## config.mk

```make
export PLATFORM = sky130hd
export DESIGN_NAME = cascaded_prescaled_reload_timers
export DESIGN_NICKNAME = d
export VERILOG_FILES = /design/src/rtl/cprt_pkg.sv /design/src/rtl/cascaded_prescaled_reload_timers.sv /design/src/rtl/cprt_cell.sv
export VERILOG_INCLUDE_DIRS = /design/src /design/src/rtl
export SDC_FILE = /design/constraint.sdc
export NUM_CORES = 2
export LEC_CHECK = 0
export BUFFER_PORTS_ARGS = -buffer_cell sky130_fd_sc_hd__buf_2
export CORE_MARGIN = 1
export CORE_UTILIZATION = 52
export DETAILED_ROUTE_END_ITERATION = 7
export GPL_TIMING_DRIVEN = 0
export PLACE_DENSITY = 0.76
export SLEW_MARGIN = 40
export SYNTH_ARGS = -nofsm -noshare
export SYNTH_HDL_FRONTEND = slang
export SYNTH_SLANG_ARGS = --single-unit
```

## constraint.sdc

```tcl
create_clock -name clk -period 14 [get_ports clk]
set_input_delay 2.1 -clock clk [delete_from_list [all_inputs] [get_ports clk]]
set_output_delay 2.1 -clock clk [all_outputs]
set_load 0.005 [all_outputs]
```

## src/rtl/cascaded_prescaled_reload_timers_defines.svh

```systemverilog
// ----------------------------------------------------------------------------
// assertion macros for the cascaded reload timer block
// asserts compile out when SYNTH is defined
// ----------------------------------------------------------------------------
`ifndef CASCADED_PRESCALED_RELOAD_TIMERS_DEFINES_SVH
`define CASCADED_PRESCALED_RELOAD_TIMERS_DEFINES_SVH
`ifndef SYNTH
`define CPRT_ASSERT(label, prop) \
    label: assert property (@(posedge clk) disable iff (!rst_n) prop) \
        else $error("assertion failed");
`define CPRT_ASSERT_IMPL(label, a, b) \
    label: assert property (@(posedge clk) disable iff (!rst_n) (a) |-> (b)) \
        else $error("assertion failed");
`else
`define CPRT_ASSERT(label, prop)
`define CPRT_ASSERT_IMPL(label, a, b)
`endif
`endif

```

## src/rtl/cprt_pkg.sv

```systemverilog
// ----------------------------------------------------------------------------
// cprt_pkg
// types and constants shared by the timer cells and the top level
// ----------------------------------------------------------------------------
package cprt_pkg;

    localparam logic [1:0] CMD_ADVANCE = 2'd0;
    localparam logic [1:0] CMD_WR_LOW  = 2'd1;
    localparam logic [1:0] CMD_WR_CTL  = 2'd2;
    localparam logic [1:0] CMD_UNUSED  = 2'd3;

    typedef struct packed {
        logic [1:0]  cmd;
        logic [1:0]  timer_sel;
        logic [15:0] reload_value;
        logic [1:0]  prescale_sel;
        logic        cascade_mode;
        logic        irq_enable;
        logic        count_enable;
        logic [23:0] cycles;
    } in_item_t;

    typedef struct packed {
        logic [3:0]  irq_flags;
        logic [15:0] readback0;
        logic [15:0] readback1;
        logic [15:0] readback2;
        logic [15:0] readback3;
    } out_item_t;

    // control handed from one cell to the next
    typedef struct packed {
        logic        go;
        logic        ovf;
        logic [23:0] cycles;
    } link_t;

    function automatic logic [3:0] shift_of(input logic [1:0] sel);
        logic [3:0] s;
        begin
            case (sel)
                2'd0:    s = 4'd0;
                2'd1:    s = 4'd6;
                2'd2:    s = 4'd8;
                default: s = 4'd10;
            endcase
            return s;
        end
    endfunction

endpackage

```

## src/rtl/cascaded_prescaled_reload_timers.sv

```systemverilog
// ----------------------------------------------------------------------------
// cascaded_prescaled_reload_timers
// chain of reload timer cells with a result register
// ----------------------------------------------------------------------------
// A write goes from idle straight to the output state. An advance walks
// the timer cells in order, and a timer that overflows folds the excess by
// its reload period in a bit-serial remainder loop before it hands the
// advance on. One transaction is in flight at a time; stall on the input is
// high while busy.
module cascaded_prescaled_reload_timers
    import cprt_pkg::*;
#(
    parameter int NUM_TIMERS = 4
)
(
    input  logic      clk,
    input  logic      rst_n,
    input  logic      in_valid,
    output logic      in_stall,
    input  in_item_t  in_data,
    output logic      out_valid,
    input  logic      out_stall,
    output out_item_t out_data
);

    typedef enum logic [2:0] {
        ST_IDLE = 3'b001,
        ST_RUN  = 3'b010,
        ST_OUT  = 3'b100
    } state_t;

    state_t    state_reg, state_next;
    logic      acc;
    link_t     links [NUM_TIMERS+1];
    logic      irqs  [NUM_TIMERS];
    logic [15:0] lows [NUM_TIMERS];
    logic [3:0]  irq_reg, irq_next;
    logic        adv_reg, adv_next;
    logic        start;
    logic [3:0]  irq_vec;

    assign acc      = in_valid && !in_stall;
    assign in_stall = (state_reg != ST_IDLE);
    assign start    = acc && in_data.cmd == CMD_ADVANCE;

    assign links[0] = '{go: start, ovf: 1'b0, cycles: in_data.cycles};

    genvar g;
    generate
        for (g = 0; g < NUM_TIMERS; g++)
        begin : g_cell
            cprt_cell u_cell (
                .clk      (clk),
                .rst_n    (rst_n),
                .wr_low   (acc && in_data.cmd == CMD_WR_LOW && 32'(in_data.timer_sel) == g),
                .wr_ctl   (acc && in_data.cmd == CMD_WR_CTL && 32'(in_data.timer_sel) == g),
                .item     (in_data),
                .link_in  (links[g]),
                .link_out (links[g+1]),
                .irq      (irqs[g]),
                .low      (lows[g])
            );
        end
    endgenerate

    always_comb
    begin
        irq_vec = '0;
        for (int i = 0; i < NUM_TIMERS && i < 4; i++)
            irq_vec[i] = irqs[i];
    end

    always_comb
    begin
        state_next = state_reg;
        irq_next   = irq_reg;
        adv_next   = adv_reg;
        case (state_reg)
            ST_IDLE:
                if (acc)
                begin
                    adv_next   = start;
                    state_next = start ? ST_RUN : ST_OUT;
                end
            ST_RUN:
                if (links[NUM_TIMERS].go)
                    state_next = ST_OUT;
            ST_OUT:
                if (!out_stall)
                    state_next = ST_IDLE;
            default: state_next = ST_IDLE;
        endcase
        irq_next = irq_vec;
    end

    always_ff @(posedge clk or negedge rst_n)
    begin
        if (!rst_n)
        begin
            state_reg <= ST_IDLE;
            irq_reg   <= '0;
            adv_reg   <= 1'b0;
        end
        else
        begin
            state_reg <= state_next;
            irq_reg   <= irq_next;
            adv_reg   <= adv_next;
        end
    end

    assign out_valid          = (state_reg == ST_OUT);
    assign out_data.irq_flags = adv_reg ? irq_reg : 4'd0;
    assign out_data.readback0 = lows[0];
    assign out_data.readback1 = (NUM_TIMERS > 1) ? lows[(NUM_TIMERS > 1) ? 1 : 0] : 16'd0;
    assign out_data.readback2 = (NUM_TIMERS > 2) ? lows[(NUM_TIMERS > 2) ? 2 : 0] : 16'd0;
    assign out_data.readback3 = (NUM_TIMERS > 3) ? lows[(NUM_TIMERS > 3) ? 3 : 0] : 16'd0;

`include "cascaded_prescaled_reload_timers_defines.svh"
    `CPRT_ASSERT_IMPL(a_busy_stall, state_reg != ST_IDLE, in_stall)
    `CPRT_ASSERT_IMPL(a_end_in_run, links[NUM_TIMERS].go, state_reg == ST_RUN)
    `CPRT_ASSERT(a_out_hold, out_valid && out_stall |=> out_valid)

endmodule

```

## src/rtl/cprt_cell.sv

```systemverilog
// ----------------------------------------------------------------------------
// cprt_cell
// one timer: registers, edge handling, prescaler and reload counter.
// an advance enters as a pulse on link_in and leaves when this timer is done
// ----------------------------------------------------------------------------
module cprt_cell
    import cprt_pkg::*;
(
    input  logic        clk,
    input  logic        rst_n,
    input  logic        wr_low,
    input  logic        wr_ctl,
    input  in_item_t    item,
    input  link_t       link_in,
    output link_t       link_out,
    output logic        irq,
    output logic [15:0] low
);

    typedef enum logic [2:0] {
        ST_IDLE = 3'b001,
        ST_WRAP = 3'b010,
        ST_DONE = 3'b100
    } state_t;

    state_t      state_reg, state_next;
    logic [15:0] low_reg, low_next;
    logic [4:0]  ctl_reg, ctl_next;
    logic [15:0] cnt_reg, cnt_next;
    logic [9:0]  rem_reg, rem_next;
    logic [15:0] rld_reg, rld_next;
    logic        run_reg, run_next;
    logic        casc_reg, casc_next;
    logic [16:0] exc_reg, exc_next;     // overflow excess still to fold
    logic [24:0] src_reg, src_next;     // excess bits still to shift in
    logic        ovf_reg, ovf_next;
    link_t       link_reg, link_next;
    // bit counter for the reduction
    logic [4:0]  rem_cnt_reg;

    logic [3:0]  sh;
    logic [24:0] total;
    logic [24:0] ticks;
    logic [16:0] period;
    logic [15:0] cnt_start;
    logic [25:0] sum;
    logic [24:0] excess_full;

    assign sh      = shift_of(ctl_reg[1:0]);
    assign period  = 17'h10000 - {1'b0, rld_reg};

    always_comb
    begin
        state_next = state_reg;
        low_next   = low_reg;
        ctl_next   = ctl_reg;
        cnt_next   = cnt_reg;
        rem_next   = rem_reg;
        rld_next   = rld_reg;
        run_next   = run_reg;
        casc_next  = casc_reg;
        exc_next   = exc_reg;
        src_next   = src_reg;
        ovf_next   = ovf_reg;
        link_next  = link_reg;
        link_next.go = 1'b0;
        total       = '0;
        ticks       = '0;
        cnt_start   = cnt_reg;
        sum         = '0;
        excess_full = '0;
        if (wr_low)
            low_next = item.reload_value;
        if (wr_ctl)
            ctl_next = {item.count_enable, item.irq_enable, item.cascade_mode,
                        item.prescale_sel};
        case (state_reg)
            ST_IDLE:
            begin
                if (link_in.go)
                begin
                    link_next.cycles = link_in.cycles;
                    ovf_next = 1'b0;
                    if (ctl_reg[4] && !run_reg)
                    begin
                        rld_next  = low_reg;
                        cnt_start = low_reg;
                        run_next  = 1'b1;
                        casc_next = ctl_reg[2];
                    end
                    if (!ctl_reg[4] && run_reg)
                    begin
                        low_next      = cnt_reg;
                        run_next      = 1'b0;
                        link_next.go  = 1'b1;
                        link_next.ovf = 1'b0;
                    end
                    else if (!ctl_reg[4])
                    begin
                        link_next.go  = 1'b1;
                        link_next.ovf = 1'b0;
                    end
                    else
                    begin
                        if (ctl_reg[4] && !run_reg)
                        begin
                            rem_next = '0;
                            total    = {15'd0, 10'd0} + {1'b0, link_in.cycles};
                        end
                        else
                            total = {15'd0, rem_reg} + {1'b0, link_in.cycles};
                        if (casc_next)
                            ticks = {24'd0, link_in.ovf};
                        else
                        begin
                            ticks    = total >> sh;
                            rem_next = total[9:0] & ((10'd1 << sh) - 10'd1);
                        end
                        sum = {10'd0, cnt_start} + {1'b0, ticks};
                        if (sum <= 26'hFFFF)
                        begin
                            cnt_next      = sum[15:0];
                            low_next      = sum[15:0];
                            link_next.go  = 1'b1;
                            link_next.ovf = 1'b0;
                        end
                        else
                        begin
                            // excess fits 25 bits; fold by period in ST_WRAP
                            excess_full = 25'(sum - 26'h10000);
                            cnt_next    = cnt_start;
                            exc_next    = '0;
                            src_next    = excess_full;
                            ovf_next    = 1'b1;
                            state_next  = ST_WRAP;
                        end
                    end
                end
            end
            ST_WRAP:
            begin
                // restoring reduction: excess mod period, one bit per cycle
                exc_next = {exc_reg[15:0], src_reg[24]};
                src_next = {src_reg[23:0], 1'b0};
                if ({exc_reg[15:0], src_reg[24]} >= period)
                    exc_next = {exc_reg[15:0], src_reg[24]} - period;
                if (rem_cnt_reg == 5'd24)
                    state_next = ST_DONE;
            end
            ST_DONE:
            begin
                cnt_next      = 16'(({1'b0, rld_reg} + exc_reg) & 17'hFFFF);
                low_next      = 16'(({1'b0, rld_reg} + exc_reg) & 17'hFFFF);
                link_next.go  = 1'b1;
                link_next.ovf = 1'b1;
                state_next    = ST_IDLE;
            end
            default: state_next = ST_IDLE;
        endcase
    end

    always_ff @(posedge clk or negedge rst_n)
    begin
        if (!rst_n)
            rem_cnt_reg <= '0;
        else if (state_reg != ST_WRAP)
            rem_cnt_reg <= '0;
        else
            rem_cnt_reg <= rem_cnt_reg + 5'd1;
    end

    always_ff @(posedge clk or negedge rst_n)
    begin
        if (!rst_n)
        begin
            state_reg <= ST_IDLE;
            low_reg   <= '0;
            ctl_reg   <= '0;
            cnt_reg   <= '0;
            rem_reg   <= '0;
            rld_reg   <= '0;
            run_reg   <= 1'b0;
            casc_reg  <= 1'b0;
            exc_reg   <= '0;
            src_reg   <= '0;
            ovf_reg   <= 1'b0;
            link_reg  <= '0;
        end
        else
        begin
            state_reg <= state_next;
            low_reg   <= low_next;
            ctl_reg   <= ctl_next;
            cnt_reg   <= cnt_next;
            rem_reg   <= rem_next;
            rld_reg   <= rld_next;
            run_reg   <= run_next;
            casc_reg  <= casc_next;
            exc_reg   <= exc_next;
            src_reg   <= src_next;
            ovf_reg   <= ovf_next;
            link_reg  <= link_next;
        end
    end

    assign link_out = link_reg;
    assign irq      = ovf_reg & ctl_reg[3];
    assign low      = low_reg;

`include "cascaded_prescaled_reload_timers_defines.svh"
    `CPRT_ASSERT_IMPL(a_wrap_needs_run, state_reg == ST_WRAP, run_reg)
    `CPRT_ASSERT_IMPL(a_done_ovf, link_reg.go && link_reg.ovf, ovf_reg)
    `CPRT_ASSERT_IMPL(a_stop_no_ovf, link_reg.go && !run_reg, !link_reg.ovf)

endmodule

```

# Word-level counts from Yosys, hierarchy flattened
# Cells that the tools add are included.
[word_totals]
reg_bits = 571
input_bits = 53
word_cells = 507
[classes]
addsub = 32
order_cmp = 8
eq_ne = 67
shifts = 8
muxes = 238
bitwise = 12
n_reduce_logical = 80
[op_table]
columns = ["op", "n"]
rows = [
  ["$mux W25", 56],
  ["$mux W16", 68],
  ["$pmux W16 S2", 12],
  ["$pmux W25 S2", 4],
  ["$add A16 B25 Y26", 4],
  ["$le A26 B16 Y1 const B", 4],
  ["$mux W26", 4],
  ["$add A10 B24 Y25", 4],
  ["$shr A25 B4 Y25", 4],
  ["$sub A25 B17 Y25 const B", 4],
  ["$mux W10", 8],
  ["$mux W3", 24],
  ["$ge A17 B17 Y1", 4],
  ["$sub A17 B16 Y17 const A", 4],
  ["$add A16 B16 Y16", 4],
  ["$sub A16 B16 Y16", 4],
  ["$reduce_and A5 Y1", 12],
  ["$pmux W4 S3", 4],
  ["$and A10 B10 Y10", 4],
  ["$shl A1 B4 Y10 const A", 4],
  ["$sub A10 B1 Y10 const B", 4],
  ["$ne A2 B2 Y1 const B", 18],
  ["$reduce_and A3 Y1", 12],
  ["$mux W1", 32],
  ["25 further kinds", 143],
]

# Depth between registers and ports, before layout
[depth]
ltp_word = 20
ltp_mapped = 36
mapped_depth_nobuf = 34

# Hierarchy
# Synthesis repeated with hierarchy kept, for this count alone.
[unflattened]
hier_cells = 5257
area_unflattened_um2 = 46034.2
[by_module_without_submodules]
columns = ["module", "instances", "cells_each", "area_per_inst_um2", "seq_area_each_um2"]
rows = [
  ["cprt_cell at g_cell[1].u_cell ...", 2, 1317, 11412.2, 3529.6],
  ["cprt_cell at g_cell[3].u_cell", 1, 1364, 11678.7, 3529.6],
  ["cprt_cell at g_cell[0].u_cell", 1, 1217, 11061.9, 3529.6],
  ["cascaded_prescaled_reload_timers", 1, 42, 469.2, 201.4],
]

# Least setup slack after synthesis
# Ideal clock, no wire load.
[synth_path]
path_kind = "input-to-reg"
from = "input in_data[0] in the netlist's numbering"
to = "register g_cell[0].u_cell.low_reg[15]"
setup_ns = 0.066
arrival_ns = 8.170
required_time_ns = 13.934
setup_slack_ns = 5.763
path_stages = 30
path_buffers = 0
cell_sequence = "ha_1 fa_1 a21oi_1 o21a_1 o21ai_0 a21o_1 a21oi_1 xor2_1 nor2_1 nor2_1 mux4_2 nor2_1 ha_1 nor2b_1 o31a_1 o21ai_0 o21ai_0 a31oi_1 xor2_1 ha_1 nand4b_1 nor4_1 nand4_1 nor3_1 a31oi_1 nor3_1 nand2_2 mux2_1 a221oi_1 a211o_1"
[synth_via]
elab_chain_cells = 19
[synth_lines]
columns = ["item", "line", "text"]
rows = [
  ["start: declaration", "cascaded_prescaled_reload_timers.sv:20", "input in_item_t in_data,"],
  ["$add A10 B24 Y25", "cprt_cell.sv:111", "total = {15'd0, rem_reg} + {1'b0, link_in.cycles};"],
  ["$mux W25 *", "cprt_cell.sv:105", "if (ctl_reg[4] && !run_reg)"],
  ["$mux W25 *", "cprt_cell.sv:98", "else if (!ctl_reg[4])"],
  ["$mux W25 *", "cprt_cell.sv:91", "if (!ctl_reg[4] && run_reg)"],
  ["$mux W25 *", "cprt_cell.sv:80", "if (link_in.go)"],
  ["$mux W25 *", "cprt_cell.sv:77", "case (state_reg)"],
  ["$shr A25 B4 Y25 *", "cprt_cell.sv:116", "ticks = total >> sh;"],
  ["$mux W25 *", "cprt_cell.sv:112", "if (casc_next)"],
  ["(+4 left out)", "n/a", ""],
  ["$add A16 B25 Y26 *", "cprt_cell.sv:119", "sum = {10'd0, cnt_start} + {1'b0, ticks};"],
  ["$le A26 B16 Y1", "cprt_cell.sv:120", "if (sum <= 26'hFFFF)"],
  ["$mux W16 *", "cprt_cell.sv:120", ""],
  ["$mux W16 *", "cprt_cell.sv:98", ""],
  ["$mux W16 *", "cprt_cell.sv:91", ""],
  ["$mux W16 *", "cprt_cell.sv:80", ""],
  ["$pmux W16 S2 *", "cprt_cell.sv:77", ""],
  ["net g_cell[0].u_cell.low_next[15]", "cprt_cell.sv:27", "logic [15:0] low_reg, low_next;"],
  ["end signal: assignment", "cprt_cell.sv:192", "low_reg <= low_next;"],
  ["end: declaration", "cprt_cell.sv:27", ""],
]
# The timed path passes the listed nets; every way through them passes the cells marked *. The select of a mux whose other input is x is not followed.
# A chain may end at the register's enable or synchronous reset.

# Worst setup path after layout
[layout_path]
from = "register g_cell[1].u_cell.link_reg (netlist bit g_cell[1].u_cell.link_out[0])"
to = "register g_cell[2].u_cell.src_reg[10]"
[layout_via]
elab_chain_cells = 19
elab_cells_between_ends = 22
classes_between = "add/sub: 3; order compare: 1; eq/ne: 1; shift: 1; mux: 15; reduce/logical: 1"
[layout_lines]
columns = ["item", "line", "text"]
rows = [
  ["start: declaration", "cprt_cell.sv:37", "link_t link_reg, link_next;"],
  ["start signal: assignment", "cprt_cell.sv:202", "link_reg <= link_next;"],
  ["$add A10 B24 Y25", "cprt_cell.sv:111", ""],
  ["$mux W25 *", "cprt_cell.sv:105", ""],
  ["$mux W25 *", "cprt_cell.sv:98", ""],
  ["$mux W25 *", "cprt_cell.sv:91", ""],
  ["$mux W25 *", "cprt_cell.sv:80", ""],
  ["$mux W25 *", "cprt_cell.sv:77", ""],
  ["$shr A25 B4 Y25 *", "cprt_cell.sv:116", ""],
  ["$mux W25 *", "cprt_cell.sv:112", ""],
  ["(+3 left out)", "n/a", ""],
  ["$mux W25 *", "cprt_cell.sv:77", ""],
  ["$add A16 B25 Y26 *", "cprt_cell.sv:119", ""],
  ["$sub A25 B17 Y25", "cprt_cell.sv:130", "excess_full = 25'(sum - 26'h10000);"],
  ["$mux W25", "cprt_cell.sv:120", ""],
  ["$mux W25", "cprt_cell.sv:98", ""],
  ["$mux W25", "cprt_cell.sv:91", ""],
  ["$mux W25", "cprt_cell.sv:80", ""],
  ["$pmux W25 S2", "cprt_cell.sv:77", ""],
  ["end signal: assignment", "cprt_cell.sv:200", "src_reg <= src_next;"],
  ["end: declaration", "cprt_cell.sv:35", "logic [24:0] src_reg, src_next;"],
]
# Mark *: on every way between the ends. The rest lies on a longest branch, timed or not. The select of a mux whose other input is x is not followed.

==> run_results.csv <==
group,metric,value,unit
clocking,cts_root_buf,"clkbuf_16",
cells_and_area,largest_reg_flops,100,
sta,period_share,68.7,%
setup_path,reg2reg_setup_slack,4.38,ns
route,viasPerCell,6.41,
grt,antenna_found_initial,14,
logic_synthesis,avgSynthCellArea,8.53,um2
grt,grt_pass1_wl,224000,um
route,ant_nets,0,
clocking,cts_buffers,66,
logic_synthesis,synth_warnings,0,
setup_path,end_kind,"flip-flop",
logic_synthesis,synthArstFlopShare,100,%
placement,dpl-instance-area,46200,um2
setup_path,crit_path_start_kind,"flip-flop",
cells_and_area,syn_to_final_growth,10.3,%
sta,finalHoldViolCount,0,
route,routed_wl,145000,um
pwr,ir_drop,0.000209,V
die,dieWidth,292,um
cells_and_area,final_common_cell,"nand2_1",
placement,gp_congestion,1.00,
sta,fmax,104,MHz
cells_and_area,final_cell_mix,"nand2_1 (651), dfrtp_1 (542), nor2_1 (459), o21ai_0 (395), a21oi_1 (310)",
clocking,clkSinkCount,547,
sta,slew-limit-headroom,32.9,%
logic_synthesis,synth_cell_types,116,
job,max-cap-violations,0,
status,status,"complete, no violations",
pwr,power_per_cell_area,292,nW/um2
grt,grt_pass1_vias,39000,
die,row_count,106,
clocking,cts_setup_buffers,0,
die,ios,123,
clocking,insertion_delay,0.64,ns
grt,track_usage,33.1,%
setup_path,path_class,"flip-flop to flip-flop",
setup_path,critPathArrivalTime,10.10,ns
placement,dp_cells,6354,
sta,whs,0.479,ns
hold_path,hold_path_depth,1,
setup_path,r2r-end,"g_cell[2].u_cell.src_reg[10]",
die,design.die.area,85500,um2
logic_synthesis,netlist_area,43900,um2
placement,portBuffers,117,
route,route.detailed.drc,0,
sta,fin_crit,9.62,ns
sta,rsz0062_at_grt,"false",
die,coreArea,83600,um2
sta,worst-slew-pin-transition,0.999,ns
clocking,htreeDepth,3,
setup_path,critical-path-slowest-cell,"xnor2_1",
setup_path,cp.required,14.48,ns
clocking,clk_pin_slew,0.06,ns
setup_path,r2r_cells,33,
grt,grt_max_degree,76,
grt,grt_overflow_total,0,
cells_and_area,finalNetCount,5672,
cells_and_area,final_area,48400,um2
route,wl_per_cell,22.4,um
logic_synthesis,ys_seq_area_share,31.2,%
sta,setup-tns-final,0,ns
setup_path,critical_path.max_stage_delay,0.68,ns
hold_path,hp-start,"g_cell[1].u_cell.rem_cnt_reg[0]",
route,num_vias,41600,
logic_synthesis,synth_edf_count,0,
pwr,leakage,22.0,nW
clocking,cts.repair.resized,0,
cells_and_area,drive_gt1_share,11.0,%
sta,setup_viol,0,
hold_path,min_path_type,"flip-flop to flip-flop",
logic_synthesis,syn_inst,5144,
sta,fin_worst_skew,0.0314,ns
route,drt_first_pass_iters,7,
hold_path,min_to,"g_cell[1].u_cell.rem_cnt_reg[0]",
cells_and_area,fin_cells,6490,
clocking,clk_path_buf_depth,3,
clocking,cts_hold_buf,0,
logic_synthesis,syn_nets,5473,
setup_path,reg2reg_from,"g_cell[1].u_cell.link_out[0]",
placement,hpwl,110000,um
logic_synthesis,synth_ff_type,"dfrtp_1",
logic_synthesis,synth-seq-cells,547,
die,start_util,52.5,%
die,die_h,292,um
clocking,cts_tree,"yes",
route,drt-initial-drc-count,4364,
sta,maxSlewViolCount,0,
setup_path,crit_fanout,10,
how the worst max path moves through the flow:
stage                                       from                               to  slack, ns  cells after the start
floorplan                             in_data[0]         g_cell[0].u_cell.low[15]       5.76                     30
CTS                 g_cell[1].u_cell.link_out[0]     g_cell[2].u_cell.exc_reg[14]       4.60                     33
global placement                           rst_n  g_cell[1].u_cell.rem_cnt_reg[3]      -0.73                      1
detailed placement                    in_data[4]         g_cell[0].u_cell.low[15]       4.28                     29
global route        g_cell[1].u_cell.link_out[0]      g_cell[2].u_cell.src_reg[4]       3.93                     33
finish              g_cell[1].u_cell.link_out[0]     g_cell[2].u_cell.src_reg[10]       4.38                     33
per-layer routing:
layer / vias to the layer above / wire length (um) / track usage, %
li1: 19100 / - / -
met1: 19900 / 59100 / 43.7
met2: 2111 / 64700 / 51.2
met3: 475 / 13200 / 6.37
met4: 10 / 8110 / 17.8
met5: - / 111 / 0.397
metrics by stage:
step | setup slack (ns) | utilization, % | total power, mW
2_1_floorplan | 5.76 | - | 9.31
3_3_place_gp | -0.735 | 54.8 | 11.8
3_5_place_dp | 4.28 | 55.3 | 12.0
4_1_cts | 4.60 | 57.9 | 13.8
5_1_grt | 3.93 | 57.9 | 15.0
6_report | 4.38 | 57.9 | 14.1
synth_stat cells (all sizes together) (33+ instances only):
cell    number  area share, %
and2        47           0.67
nor2b       49           0.70
o21a        46           0.79
nor3       115            1.3
and3        48           0.70
o21bai      39           0.68
clkbuf     177            1.5
a21oi      313            3.6
o21ai      416            4.8
nand3      167            1.9
inv        140            1.2
xor2       141            2.8
a21o        63            1.1
xnor2      189            3.8
nor2       465            4.0
nand4       33           0.50
dfrtp      542             31
mux2       188            4.8
o211ai      40           0.70
nand2      655            5.6
ha         260            7.4
buf         70           0.86
nor4        41           0.65
a211oi      69            1.2
nand2b      40           0.57
mux2i      205            4.7
a31oi       42           0.60
power by group:
group | switching [mW] | internal, mW
sequential | 0.679 | 2.12
clock | 0.734 | 1.04
combinational | 5.89 | 3.66
total | 7.31 | 6.82
kinds of logic (layout without fill, tap and decap cells):
kind of cell,after synthesis,in the layout,synth area share (%)
AOI/OAI and AO/OA,1343,1343,19.6
and+or+nand+nor,1840,1840,20.0
DFF,547,547,31.2
buffers and inverters,388,638,3.58
adders and majority gates,276,276,8.14
xor gates and xnor gates,330,330,6.59
muxes,420,420,10.9
other,0,16,0
cell type report:
cell class	count	area (um2)
multi-input cells	4209	28700
repair buffers	131	860
clock buffers	97	1930
flip-flops and latches	547	13700
well taps	1080	1350
clock inverters	22	264
plain buffers	247	1040
diodes	16	40.0
fillers	7497	35100
inverters	141	529
worst max-delay path: cells and delay by family (launching register included):
family	cells	cell delay, ns
flip-flops	1	0.47
adder cells (fa/ha/maj)	5	1.67
XOR/XNOR	2	0.88
AND/OR/NAND/NOR	11	2.71
AO/OA/AOI/OAI	13	3.26
buffers and inverters	2	0.43
Power figures use the tool's default switching activity.
